<file path="src/rtl/two_link_inverse_kinematics_macros.svh">
// Assertion macros shared by the two-link inverse kinematics RTL.
// Files that assert include this header; the macros expect clk and rst in scope.
`ifndef TWO_LINK_INVERSE_KINEMATICS_MACROS_SVH
`define TWO_LINK_INVERSE_KINEMATICS_MACROS_SVH
// Same-cycle implication, off during reset.
`define TLIK_ASSERT_NOW(label, ante, cons, msg) \
  label: assert property (@(posedge clk) disable iff (rst) (ante) |-> (cons)) \
    else $error(msg);
// Next-cycle implication, off during reset.
`define TLIK_ASSERT_NEXT(label, ante, cons, msg) \
  label: assert property (@(posedge clk) disable iff (rst) (ante) |=> (cons)) \
    else $error(msg);
`endif

</file>
<file path="src/rtl/tlik_pkg.sv">
// Shared constants, types and tables for the two-link inverse kinematics block.
// No dependencies; every RTL module imports this package.
package tlik_pkg;

  localparam int COORD_W      = 24;
  localparam int LEN_W        = 23;
  localparam int NZL_W        = 16;
  localparam int ANG_W        = 16;
  localparam int ANGX_W       = ANG_W + 1;
  localparam int DIST_W       = 25;
  localparam int DATA_W       = 32;
  localparam int PADDR_W      = 4;
  localparam int SQ_IN_W      = 62;
  localparam int SQ_OUT_W     = SQ_IN_W / 2;
  localparam int DIV_W        = 52;
  localparam int DIV_STEPS    = 30;
  localparam int RATIO_W      = DIV_STEPS + 2;
  localparam int CORDIC_STEPS = 20;
  localparam int CORDIC_W     = 34;
  localparam int CZ_W         = 24;
  localparam int FRONT_LAT    = SQ_OUT_W + 3;
  localparam int DIV_LAT      = DIV_STEPS + 1;
  localparam int ACOS_LAT     = SQ_OUT_W + CORDIC_STEPS + 3;
  localparam int SB_LEN       = DIV_LAT + ACOS_LAT;
  localparam int QUEUE_DEPTH  = 4;
  localparam int QPTR_W       = 2;
  localparam int QCNT_W       = 3;

  localparam logic signed [ANGX_W-1:0] ANG_PI            = ANGX_W'(12868);
  localparam logic signed [ANGX_W-1:0] ANG_HALF_PI       = ANGX_W'(6434);
  localparam logic signed [ANGX_W-1:0] ANG_THREE_HALF_PI = ANGX_W'(19302);

  localparam logic [LEN_W-1:0] LINK_RESET = LEN_W'(256);
  localparam logic [NZL_W-1:0] NZL_RESET  = NZL_W'(1);

  typedef enum logic [1:0] {
    REG_LINK_ONE  = 2'd0,
    REG_LINK_TWO  = 2'd1,
    REG_NEAR_ZERO = 2'd2
  } reg_idx_t;

  typedef struct packed {
    logic [LEN_W-1:0] link_one;
    logic [LEN_W-1:0] link_two;
    logic [NZL_W-1:0] near_zero;
  } ik_cfg_t;

  // Request handed from the front end to the back end.
  typedef struct packed {
    logic                      x_pos;
    logic                      z_pos;
    logic signed [COORD_W-1:0] z;
    logic [DIST_W-1:0]         t;
    logic [DIST_W-1:0]         d;
  } front_item_t;

  typedef struct packed {
    logic              empty;
    logic              full;
    logic [QCNT_W-1:0] count;
  } queue_status_t;

  // atan(2^-i) in units of 2^-20 rad
  function automatic logic signed [CZ_W-1:0] atan_entry(input int unsigned idx);
    logic signed [CZ_W-1:0] v;
    case (idx)
      0:  v = CZ_W'(823550);
      1:  v = CZ_W'(486170);
      2:  v = CZ_W'(256879);
      3:  v = CZ_W'(130396);
      4:  v = CZ_W'(65451);
      5:  v = CZ_W'(32757);
      6:  v = CZ_W'(16383);
      7:  v = CZ_W'(8192);
      8:  v = CZ_W'(4096);
      9:  v = CZ_W'(2048);
      10: v = CZ_W'(1024);
      11: v = CZ_W'(512);
      12: v = CZ_W'(256);
      13: v = CZ_W'(128);
      14: v = CZ_W'(64);
      15: v = CZ_W'(32);
      16: v = CZ_W'(16);
      17: v = CZ_W'(8);
      18: v = CZ_W'(4);
      19: v = CZ_W'(2);
      default: v = '0;
    endcase
    return v;
  endfunction

endpackage

</file>
<file path="src/rtl/tlik_queue.sv">
// Short request queue between front and back ends.
// Depends on tlik_pkg.
module tlik_queue
  import tlik_pkg::*;
(
  input  logic          clk,
  input  logic          rst,
  input  logic          in_valid,
  output logic          in_ready,
  input  front_item_t   in_item,
  output logic          out_valid,
  input  logic          out_ready,
  output front_item_t   out_item,
  output queue_status_t status
);

  front_item_t       slots [QUEUE_DEPTH];
  logic [QPTR_W-1:0] wr_ptr, rd_ptr;
  logic [QCNT_W-1:0] count;
  logic              push, pop;

  assign status.empty = (count == '0);
  assign status.full  = (count == QCNT_W'(QUEUE_DEPTH));
  assign status.count = count;
  assign in_ready     = !status.full;
  assign out_valid    = !status.empty;
  assign out_item     = slots[rd_ptr];
  assign push         = in_valid && in_ready;
  assign pop          = out_valid && out_ready;

  always_ff @(posedge clk) begin
    if (rst) begin
      wr_ptr <= '0;
      rd_ptr <= '0;
      count  <= '0;
    end else begin
      if (push) begin
        wr_ptr <= wr_ptr + QPTR_W'(1);
      end
      if (pop) begin
        rd_ptr <= rd_ptr + QPTR_W'(1);
      end
      case ({push, pop})
        2'b10:   count <= count + QCNT_W'(1);
        2'b01:   count <= count - QCNT_W'(1);
        default: count <= count;
      endcase
    end
  end

  always_ff @(posedge clk) begin
    if (push) begin
      slots[wr_ptr] <= in_item;
    end
  end

endmodule

</file>
<file path="config.mk">
export PLATFORM = sky130hd
export DESIGN_NAME = tlik_queue
export DESIGN_NICKNAME = d
export VERILOG_FILES = /design/src/rtl/two_link_inverse_kinematics_macros.svh /design/src/rtl/tlik_pkg.sv /design/src/rtl/tlik_queue.sv
export SDC_FILE = /design/constraint.sdc
export NUM_CORES = 1
export LEC_CHECK = 0
export BUFFER_PORTS_ARGS = -buffer_cell sky130_fd_sc_hd__buf_4
export CAP_MARGIN = 30
export CELL_PAD_IN_SITES_DETAIL_PLACEMENT = 0
export CELL_PAD_IN_SITES_GLOBAL_PLACEMENT = 1
export CORE_MARGIN = 10
export CORE_UTILIZATION = 40
export CTS_CLUSTER_SIZE = 40
export DETAILED_ROUTE_END_ITERATION = 7
export GPL_ROUTABILITY_DRIVEN = 0
export PLACE_DENSITY = 0.77
export SYNTH_ARGS = -nofsm -noshare
export SYNTH_HDL_FRONTEND = slang
export SYNTH_SLANG_ARGS = --single-unit
export TNS_END_PERCENT = 5
</file>
<file path="constraint.sdc">
create_clock -name clk -period 9.9 [get_ports clk]
set_input_delay 1.98 -clock clk [delete_from_list [all_inputs] [get_ports clk]]
set_output_delay 1.98 -clock clk [all_outputs]
set_load 0.02 [all_outputs]
</file>
## Yosys cells after proc, flatten, opt, wreduce, memory -nomap -nowiden

Memories as Yosys holds them, arrays and structs flattened. A register that Yosys moved wholly into a read port is not among the register bits.
Cells that the tools add are included.
W data, S select, Z words.

| word-level totals | value |
|---|---|
| register bits | 7 |
| bits in writable memories | 304 |
| input port bits | 80 |
| output and inout port bits | 83 |
| logic and storage cells | 22 |
| memories | 1 |

Memory list:

| name | words | width | read ports | clocked after memory_dff | wr ports | RTL line | source |
|---|---|---|---|---|---|---|---|
| slots | 4 | 76 | 1 | 1 | 1 | tlik_queue.sv:17 | `front_item_t slots [QUEUE_DEPTH];` |

| operators by class | value |
|---|---|
| add/subtract/negate cells | 4 |
| equality and inequality tests | 3 |
| muxes and demuxes | 5 |
| reductions and logical operators | 6 |

Operator list:

| operator | number |
|---|---|
| $pmux W3 S2 | 1 |
| $add A2 B1 Y2 const B | 2 |
| $mux W2 | 2 |
| $add A3 B1 Y3 const B | 1 |
| $eq A3 B3 Y1 const B | 1 |
| $logic_not A3 Y1 | 1 |
| $sub A3 B1 Y3 const B | 1 |
| $eq A2 B1 Y1 const B | 1 |
| $eq A2 B2 Y1 const B | 1 |
| $logic_and A1 B1 Y1 | 2 |
| $logic_not A1 Y1 | 2 |
| $mux W1 | 2 |
| $reduce_bool A2 Y1 | 1 |

## Longest topological paths before layout

| depth | value |
|---|---|
| depth after elaboration | 5 |
| gate-level depth with buffers | 11 |
| mapped depth without buffers | 11 |

## Worst setup path before layout

No wires, ideal clock.

| timing | value |
|---|---|
| path kind | input port to flip-flop |
| from | in in_valid |
| to | mem slots[0][0] in the netlist's numbering (enable) |
| library setup time | 0.443 ns |
| data arrival time | 4.083 ns |
| data required time | 9.457 ns |
| slack | 5.375 ns |
| stages | 3 |
| path buffers | 0 |
| path through | inv_1 nor2_1 and2_1 |

| between the ends | value |
|---|---|
| longest elaborated chain between the ends | 3 |

RTL lines:

| element | RTL line | source |
|---|---|---|
| start, declared | tlik_queue.sv:8 | `input logic in_valid,` |
| $logic_and A1 B1 Y1 | tlik_queue.sv:28 | `assign push = in_valid && in_ready;` |
| $mux W1 | tlik_queue.sv:52 | `if (push) begin` |
| $mux W1 (implied by the code) | tlik_queue.sv:53 | `slots[wr_ptr] <= in_item;` |
| end, declared | tlik_queue.sv:17 |  |

No other way between the ends.

==> flow_summary.ini <==
[status]
status = complete, no violations

[cts]
clock_sinks = 313
htree_num_levels = 1
cts_resized = 0
cts-root-buf = clkbuf_16
clk_pin_slew_ps = 60
clk_latency_ps = 550
numCtsBuffers = 31
cts_setup_buffers = 0
clockBufferDepth = 3
tritoncts = yes
ctsHoldBuffers = 0

[global_route]
grt_pass1_wl_um = 34240
grt_use_met1_pct = 15.43
met3_usage_pct = 3.271
grt_pass1_vias = 5796
grt_use_total_pct = 12.26
grt-ovfl-total = 0
use_met2_pct = 20.68
grt_start_max_net_pins = 49
antenna_found_initial = 0
gr-max-usage-layer = met2

[drt]
drc = 0
antenna_left = 0
viasPerCell = 4.997
num_vias = 5177
post_drt_wl_per_cell_um = 21.69
dr.pass1.iters = 4
drt_iter0_markers = 280
wl_um = 22470

[die]
start_util_pct = 40.90
num_io_pins = 163
die_h_um = 189.5
die_area_um2 = 35900
fp.dieW_um = 189.5
core_um2 = 28090
rows = 61

[synth]
syn_area_um2 = 11490
yosys_register_bits = 313
ys_seq_area_share_pct = 81.04
yosysWarnings = 0
synthCells = 453
synth_nets = 539
synthDistinctLibCells = 22
synth.avg_cell_area_um2 = 25.36

[sta]
rsz0062_at_grt = no
finClkSkew_ps = 11.26
slew_viol_final = 0
setup_tns_ps = 0
fin_crit_sh_pct = 50.33
hold_viol = 0
max_slew.worst_pin.slew_ps = 846.9
timing.fmax_mhz = 200.7
fin_crit_ps = 4983
setup_viol = 0
slew-limit-headroom_pct = 43.54

[setup_path]
path_max_fanout = 42
cp_data_required_time_ps = 7920
startpoint_type = register
critPathKind = register to output port
cp_data_arrival_time_ps = 3000
crit_path_end_kind = output port

[pwr]
ir_drop_mv = 0.1643
leakagePower_nw = 4.693
pwr-share-comb_pct = 25.5
p_clk_share_pct = 29.8
sw_frac_of_total_pct = 27.69
netSwitchingPower_mw = 1.028
p_int_mw = 2.685
cellPowerDensity_nw_per_um2 = 264.7
pwr-share-seq_pct = 44.8

[placed_design]
port_buffers = 162
post_dp_cell_area_um2 = 13070
post-dp-hpwl_um = 13950

[finish]
fill_cells = 2300
diodes = 0
utilization_pct = 49.94
drive_gt1_share_pct = 44.22
final_common_cell = edfxtp_1
final_nets = 722
area_growth_pct = 22.11
final_cell_mix = edfxtp_1 (304), buf_4 (168), mux4_2 (76), clkbuf_16 (31), inv_1 (10)
fin_area_um2 = 14030

[flow_run]
max_cap_viol_count = 0

[hold_path]
worst_hold_path_type = register to register
state kept, by name, summed over array words and instances (netlist names), named ones only:
register and count:
slots 304, count 3, rd_ptr 2, wr_ptr 2
worst paths after layout:
kind | start | to | slack [ps] | cells after the start
worst max-delay path | register | out_item[23] | 4920 | 3
worst min-delay path | rd_ptr[1] | register | 480 | 2
worst max register to register | count[0] | slots[1][18] | 7100 | 6
worst min register to register | rd_ptr[1] | register | 480 | 2
power groups by stage:
stage,clock network [mW],registers (mW),logic [mW]
floorplan,0,1.64,0.675
global placement,0,1.69,0.958
detailed placement,0,1.70,0.970
CTS,1.13,1.67,0.972
global route,1.19,1.68,1.01
finish,1.10,1.66,0.946
layout make-up:
type / instances / area (µm²) / share of cell area [%]
multi-input combinational: 112 / 1977 / 14.09
tap: 378 / 473.0 / 3.372
clock buffer: 36 / 794.5 / 5.664
inverter: 10 / 37.54 / 0.2676
clock inverter: 19 / 167.7 / 1.195
sequential: 313 / 9316 / 66.42
timing repair buffer: 168 / 1261 / 8.991
synth_stat cells:
master	instances	area [µm²]
a21oi_1	4	20.02
mux2i_1	1	10.01
o21ai_0	3	15.01
and2_1	4	25.02
buf_4	3	22.52
buf_12	5	100.1
buf_6	1	11.26
o31ai_1	1	7.510
edfxtp_1	304	9129
dfxtp_1	9	180.2
nand3_1	1	5.000
xor2_1	3	26.28
nand2_1	1	3.750
buf_2	5	25.02
fa_1	1	20.02
inv_1	10	37.54
nand2b_1	2	12.51
nor2_1	6	22.52
mux4_2	76	1712
ha_1	5	62.56
or3_1	4	25.02
buf_1	4	15.01
metal layers:
| layer | part of all wire, % | up-vias |
|---|---|---|
| met2 | 51 | 161 |
| met1 | 42 | 2705 |
| met3 | 6.2 | 29 |
| li1 | - | 2282 |
| met4 | 1.6 | 0 |
| met5 | 0 | - |
through the flow:
stage	hold slack [ps]	total power [mW]	worst slack [ps]	std cells
finish	475.3	3.712	4917	1036
global placement	461.1	2.644	5384	981
global route	515.1	3.881	4622	1036
CTS	485.6	3.773	4767	1036
floorplan	459.1	2.317	5375	453
detailed placement	480.7	2.665	5355	981
worst max-delay path: stages (launching register included):
cell and delay [ps]:
dfxtp_4 820, buf_4 770, mux4_2 630, buf_4 180
logic make-up after synthesis:
| logic type | Yosys count | synth area share [%] |
|---|---|---|
| and+or+nand+nor | 18 | 0.8167 |
| adders and majority gates | 6 | 0.7189 |
| AOI/OAI and AO/OA | 8 | 0.3703 |
| buffers and inverters | 28 | 1.841 |
| DFF | 313 | 81.04 |
| muxes | 77 | 14.99 |
| xor gates and xnor gates | 3 | 0.2288 |
No activity file was read; power rests on OpenSTA's default activity.
